### src/hdl/ntdc_pkg.sv
// shared types, character codes and helper functions for the number-to-digit-characters block
`default_nettype none

package ntdc_pkg;

    localparam int MAX_DIGITS = 16;

    localparam logic [1:0] KIND_UDEC = 2'd0;
    localparam logic [1:0] KIND_SDEC = 2'd1;
    localparam logic [1:0] KIND_HEX  = 2'd2;
    localparam logic [1:0] KIND_BIN  = 2'd3;

    localparam logic [6:0] CH_ZERO  = 7'h30;
    localparam logic [6:0] CH_A     = 7'h41;
    localparam logic [6:0] CH_PLUS  = 7'h2B;
    localparam logic [6:0] CH_MINUS = 7'h2D;

    localparam logic [4:0] CONV_LAST_BIT = 5'd31;

    typedef enum logic [1:0] {
        ST_IDLE,
        ST_CONV,
        ST_SIGN,
        ST_EMIT
    } state_t;

    function automatic logic [4:0] clamp_count(input logic [1:0] k, input logic [4:0] c);
        logic [4:0] m;
        case (k)
            KIND_HEX: m = 5'd8;
            KIND_BIN: m = 5'd16;
            default:  m = 5'd10;
        endcase
        if (MAX_DIGITS < int'(m))
        begin
            m = 5'(MAX_DIGITS);
        end
        return (c > m) ? m : c;
    endfunction

    function automatic logic [6:0] glyph(input logic [3:0] d);
        logic [6:0] d7;
        d7 = {3'b000, d};
        return (d < 4'd10) ? (CH_ZERO + d7) : (CH_A + d7 - 7'd10);
    endfunction

endpackage

`default_nettype wire

### src/hdl/number_to_digit_chars.sv
// top level: serial binary-to-bcd conversion and character emission
//
//  beat     | valid      | stall      | payload
//  item in  | item_valid | item_stall | kind, number, digit_count, line, start_column
//  char out | char_valid | char_stall | char_code, line_out, column, last
//
// decimal modes run a shift-add-3 converter, one number bit per cycle, after the
// accept cycle, then emit their characters (sign included in signed decimal mode)
// hex and binary skip the converter and emit their characters after the accept cycle
// rst_n clears the state machine and the output valid flag at once
// a stalled output holds its character and pauses emission; no new item is
// taken until the last character of a run is in the output register
`default_nettype none

module number_to_digit_chars
    import ntdc_pkg::*;
(
    input  wire logic        clk,
    input  wire logic        rst_n,
    input  wire logic        item_valid,
    output logic             item_stall,
    input  wire logic [1:0]  kind,
    input  wire logic [31:0] number,
    input  wire logic [4:0]  digit_count,
    input  wire logic [2:0]  line,
    input  wire logic [4:0]  start_column,
    output logic             char_valid,
    input  wire logic        char_stall,
    output logic [6:0]       char_code,
    output logic [2:0]       line_out,
    output logic [5:0]       column,
    output logic             last
);

    state_t      state_reg, state_next;
    logic [1:0]  kind_reg;
    logic [4:0]  cnt_reg;
    logic [3:0]  pos_reg;
    logic [2:0]  line_reg;
    logic [5:0]  col_reg;
    logic        neg_reg;
    logic [31:0] bin_reg;
    logic [39:0] dig_reg;
    logic [39:0] dig_adj;
    logic [4:0]  bit_reg;
    logic        char_valid_reg;
    logic [6:0]  char_code_reg;
    logic [2:0]  line_out_reg;
    logic [5:0]  column_reg;
    logic        last_reg;

    logic        item_acc;
    logic        slot_free;
    logic        emit_sign;
    logic        emit_digit;
    logic        conv_step;
    logic        is_dec;
    logic [4:0]  cnt_in;
    logic [63:0] dig_wide;
    logic [3:0]  cur_digit;

    assign item_acc  = item_valid && !item_stall;
    assign slot_free = !char_valid_reg || !char_stall;
    assign is_dec    = (kind == KIND_UDEC) || (kind == KIND_SDEC);
    assign cnt_in    = clamp_count(kind, digit_count);
    assign dig_wide  = {24'h000000, dig_reg};

    // add 3 to every bcd digit of 5 or more before the shift
    always_comb
    begin
        for (int i = 0; i < 10; i++)
        begin
            dig_adj[i*4 +: 4] = (dig_reg[i*4 +: 4] >= 4'd5) ?
                                (dig_reg[i*4 +: 4] + 4'd3) : dig_reg[i*4 +: 4];
        end
    end

    always_comb
    begin
        if (kind_reg == KIND_BIN)
        begin
            cur_digit = {3'b000, dig_reg[{2'b00, pos_reg}]};
        end
        else
        begin
            cur_digit = dig_wide[{pos_reg, 2'b00} +: 4];
        end
    end

    // next state
    always_comb
    begin
        state_next = state_reg;
        case (state_reg)
            ST_IDLE:
            begin
                if (item_acc)
                begin
                    if (is_dec)
                    begin
                        state_next = ST_CONV;
                    end
                    else if (cnt_in != 5'd0)
                    begin
                        state_next = ST_EMIT;
                    end
                end
            end
            ST_CONV:
            begin
                if (bit_reg == CONV_LAST_BIT)
                begin
                    if (kind_reg == KIND_SDEC)
                    begin
                        state_next = ST_SIGN;
                    end
                    else if (cnt_reg == 5'd0)
                    begin
                        state_next = ST_IDLE;
                    end
                    else
                    begin
                        state_next = ST_EMIT;
                    end
                end
            end
            ST_SIGN:
            begin
                if (slot_free)
                begin
                    state_next = (cnt_reg == 5'd0) ? ST_IDLE : ST_EMIT;
                end
            end
            ST_EMIT:
            begin
                if (slot_free && (pos_reg == 4'd0))
                begin
                    state_next = ST_IDLE;
                end
            end
            default:
            begin
                state_next = ST_IDLE;
            end
        endcase
    end

    // state outputs
    always_comb
    begin
        item_stall = 1'b1;
        conv_step  = 1'b0;
        emit_sign  = 1'b0;
        emit_digit = 1'b0;
        case (state_reg)
            ST_IDLE: item_stall = 1'b0;
            ST_CONV: conv_step  = 1'b1;
            ST_SIGN: emit_sign  = slot_free;
            ST_EMIT: emit_digit = slot_free;
            default: item_stall = 1'b1;
        endcase
    end

    always_ff @(posedge clk or negedge rst_n)
    begin
        if (!rst_n)
        begin
            state_reg      <= ST_IDLE;
            char_valid_reg <= 1'b0;
        end
        else
        begin
            state_reg <= state_next;
            if (emit_sign || emit_digit)
            begin
                char_valid_reg <= 1'b1;
            end
            else if (!char_stall)
            begin
                char_valid_reg <= 1'b0;
            end
        end
    end

    always_ff @(posedge clk)
    begin
        if (item_acc)
        begin
            kind_reg <= kind;
            cnt_reg  <= cnt_in;
            pos_reg  <= 4'(cnt_in - 5'd1);
            line_reg <= line;
            col_reg  <= {1'b0, start_column};
            neg_reg  <= number[31];
            bit_reg  <= 5'd0;
            if ((kind == KIND_SDEC) && number[31])
            begin
                bin_reg <= 32'd0 - number;
            end
            else
            begin
                bin_reg <= number;
            end
            dig_reg <= is_dec ? 40'd0 : {8'h00, number};
        end
        else if (conv_step)
        begin
            dig_reg <= {dig_adj[38:0], bin_reg[31]};
            bin_reg <= {bin_reg[30:0], 1'b0};
            bit_reg <= bit_reg + 5'd1;
        end
        else if (emit_sign)
        begin
            col_reg <= col_reg + 6'd1;
        end
        else if (emit_digit)
        begin
            col_reg <= col_reg + 6'd1;
            pos_reg <= pos_reg - 4'd1;
        end

        if (emit_sign)
        begin
            char_code_reg <= neg_reg ? CH_MINUS : CH_PLUS;
            line_out_reg  <= line_reg;
            column_reg    <= col_reg;
            last_reg      <= (cnt_reg == 5'd0);
        end
        else if (emit_digit)
        begin
            char_code_reg <= glyph(cur_digit);
            line_out_reg  <= line_reg;
            column_reg    <= col_reg;
            last_reg      <= (pos_reg == 4'd0);
        end
    end

    assign char_valid = char_valid_reg;
    assign char_code  = char_code_reg;
    assign line_out   = line_out_reg;
    assign column     = column_reg;
    assign last       = last_reg;

`ifndef SYNTHESIS
    a_conv_decimal: assert property (@(posedge clk) disable iff (!rst_n)
        (state_reg == ST_CONV) |-> ((kind_reg == KIND_UDEC) || (kind_reg == KIND_SDEC)))
        else $error("converter running for a non-decimal item");

    a_sign_signed: assert property (@(posedge clk) disable iff (!rst_n)
        (state_reg == ST_SIGN) |-> (kind_reg == KIND_SDEC))
        else $error("sign emitted outside signed decimal mode");

    a_pos_range: assert property (@(posedge clk) disable iff (!rst_n)
        (state_reg == ST_EMIT) |-> ({1'b0, pos_reg} < cnt_reg))
        else $error("digit position beyond digit count");

    a_last_ends_run: assert property (@(posedge clk) disable iff (!rst_n)
        (emit_digit && (pos_reg == 4'd0)) |=> (state_reg == ST_IDLE))
        else $error("run did not end after final digit");
`endif

endmodule

`default_nettype wire
### config.mk
export PLATFORM = sky130hd
export DESIGN_NAME = number_to_digit_chars
export DESIGN_NICKNAME = d
export VERILOG_FILES = /design/src/hdl/ntdc_pkg.sv /design/src/hdl/number_to_digit_chars.sv
export SDC_FILE = /design/constraint.sdc
export NUM_CORES = 1
export LEC_CHECK = 0
export ABC_AREA = 1
export BUFFER_PORTS_ARGS = -buffer_cell sky130_fd_sc_hd__buf_2
export CAP_MARGIN = 20
export CELL_PAD_IN_SITES_DETAIL_PLACEMENT = 0
export CELL_PAD_IN_SITES_GLOBAL_PLACEMENT = 1
export CORE_MARGIN = 4
export CORE_UTILIZATION = 25
export DETAILED_ROUTE_END_ITERATION = 16
export GPL_TIMING_DRIVEN = 0
export PLACE_DENSITY = 0.63
export SYNTH_ARGS = -nofsm -noshare
export SYNTH_HDL_FRONTEND = slang
export SYNTH_SLANG_ARGS = --single-unit
### constraint.sdc
create_clock -name clk -period 3.1 [get_ports clk]
set_clock_uncertainty 0.2 [all_clocks]
set_input_delay 0.62 -clock clk [delete_from_list [all_inputs] [get_ports clk]]
set_output_delay 0.62 -clock clk [all_outputs]
set_load 0.02 [all_outputs]
==> reports/results.tsv <==
metric	value	unit
Top FF cell, synth	edfxtp_1	
Mapped Area	7380	µm²
post-route cell area	8820	µm²
CP required	3.01	ns
async set-reset flop share out of synthesis	2.54	%
clk sinks	118	
cell area after placement	8240	µm²
WL per Instance	15.6	µm
P_leak	3.85	nW
Core ar.	28900	µm²
starting density of the core	25.5	%
final non-filler cell total	1370	
vias in the first global route	6144	
combinational fraction of design power	44.2	%
Synth Register Bits	118	
DR iter-0 viols	352	
CP endpoint kind	flip-flop	
Final Hold Viols	0	
P&R area growth vs syn	19.6	%
Synth Net Count	963	
fmax	386	MHz
CTS H-tree lvls	4	
slew margin rel.	48.5	%
Die W	180	µm
top-area cell type share of the netlist area	44.4	%
EDFF count, synth	109	
global route overflow	0	
vias post-DR	6227	
max FFs per register	40	
Max FO, Critical Path	41	
residual DRC count	0	
CTS tree	done	
kind of critical path	reg2reg	
number of buffers created by CTS	17	
worst slew pin tran	0.770	ns
internal cell power	5.66	mW
Total Die Area	32300	µm²
Clk Tree Root Cell	clkbuf_16	
first-pass GRT wire length	33.8	mm
power per cell area	1090	nW/µm²
Total GRT Usage	13.2	%
Netlist cell types	48	
antenna diode count	0	
YS warnings	0	
Fillers	3138	
Tmin final	2.59	ns
Post-synth top cells	nand2_1 (209), edfxtp_1 (109), inv_1 (108)	
synthesized instance count	883	
number of endpoints failing setup at the final stage	0	
top post-synthesis cells by area	edfxtp_1 (44%), nand2_1 (11%), inv_1 (5.5%)	
worst skew pair latency	0.43	ns
Slew Limit Fails	0	
RePlAce Congestion	0.783	
Reg clk slew, reported paths	0.06	ns
final core utilization	30.5	%
critical path arrival	2.50	ns
status	completed	
I/O pin total	70	
# nets final	1053	
register area share after synthesis	47.0	%
sw power	3.98	mW
PostCTS Resize Cnt	0	
fin crit share	83.5	%
share of cells above drive strength 1	15.8	%
drt via density	4.55	
largest net degree at the start of global routing	42	
path type of the worst min-delay path	in2reg	
CP startpoint kind	flip-flop	
count leader, synth	nand2_1	
HPWL Detailed	16.0	mm
Rows	62	
drt total wl	21.3	mm
Antenna Nets Post-Route	0	
DR pass1 iterations	5	
Die Y	180	µm
Hold WS	0.174	ns
RSZ-0062 raised after global routing	no	
sw frac	41.3	%
Max IR drop VDD	0.418	mV
port bufs	69	
initial antenna violation count	0	
Flop pwr share	35.6	%
clock group share of total power	20.3	%
Synth area leader	edfxtp_1	
placed insts	1338	
deepest clock path buffer count	2	
Post-Syn Area per Cell	8.35	µm²
max_cap viols	0	
-- power groups by stage --
stage	clock [mW]	sequential, mW	combinational (mW)
after global routing	2.07	3.52	4.91
after CTS	2.00	3.43	4.31
final	1.95	3.43	4.26
after floorplan	0	3.49	3.02
after detailed placement	0	3.46	4.30
after global placement	0	3.48	4.23
-- layer usage --
layer	routed length, µm	GRT usage (%)	part of all wire [%]	up-vias
met1	10900	19.0	51	2899
met3	871	2.87	4.1	16
met2	9270	20.2	43	150
li1	-	-	-	3162
met5	0	0	0	-
met4	246	2.86	1.2	0
-- worst paths after layout --
| kind | slack (ns) | cells past startpoint | endpoint | start |
|---|---|---|---|---|
| setup / recovery | 0.51 | 5 | bin_reg[16] | state_reg[1] |
| hold / removal | 0.17 | 1 | line_reg[1] | line[1] |
| setup reg to reg | 0.51 | 5 | bin_reg[16] | state_reg[1] |
| hold reg to reg | 0.22 | 0 | line_out[1] | line_reg[1] |
| max in group asynchronous | 2.26 | 2 | state_reg[1] | rst_n |
| min in group asynchronous | 0.33 | 2 | char_valid | rst_n |
-- worst max-delay path, cell delays in order, from the launching register on --
cell and delay, ns:
dfrtp_1 0.43, nor2_1 0.20, nand2_1 0.27, buf_2 0.37, nand2_4 0.45, buf_12 0.30
-- cell families (layout without fill, tap and decap cells) --
kind of cell / after synthesis / in the layout / share of synthesized area (%)
AO/OA/AOI/OAI: 167 / 167 / 13.1
XOR/XNOR: 33 / 33 / 3.92
adder cells (fa/ha/maj): 29 / 29 / 4.92
buffers and inverters: 146 / 249 / 8.38
flip-flops: 118 / 118 / 47.0
AND/OR/NAND/NOR: 390 / 390 / 22.6
-- through the flow --
step                worst slack, ns  total power [mW]  TNS, ns
floorplan                     0.421              6.51        0
global placement              -1.19              7.71   -85.41
detailed placement           -0.343              7.75   -17.45
CTS                           0.459              9.74        0
global route                  0.283              10.5        0
finish                        0.510              9.64        0
-- what timing repair did --
| item | CTS | global route |
|---|---|---|
| setup buffers | 0 | 0 |
| setup endpoints to repair | 41 | 0 |
| endpoints found under the hold margin | 3 | 0 |
| hold buffers | 1 | 0 |
-- layout by cell type, fill, tap and decap left out, drive strengths merged --
cell type / instances
a211oi: 1
clkbuf: 25
xor2: 30
a32o: 2
or2: 4
ha: 29
o32ai: 8
o21ai: 95
inv: 123
nor3: 13
nor3b: 1
nand3b: 1
bufinv: 1
nor2: 93
nand3: 51
nand4: 10
clkinvlp: 2
a31oi: 3
nor4: 2
a21oi: 27
dlygate4sd3: 1
o21bai: 3
a221oi: 1
nand2: 215
dfrtp: 3
o2bb2ai: 4
o211ai: 4
dfxtp: 6
o22ai: 13
xnor2: 3
a22o: 1
buf: 91
clkinv: 6
o31ai: 5
edfxtp: 109
-- final cells by class --
cell class              instances  area (µm²)  share of cell area (%)
inverters                     119         449                    5.09
well taps                     384         480                    5.45
flip-flops and latches        118        3470                    39.3
repair buffers                 72         387                    4.38
plain buffers                  26         165                    1.87
clock buffers                  19         453                    5.13
multi-input cells             619        3300                    37.4
clock inverters                13         121                    1.38
(Power assumes the default switching activity.)
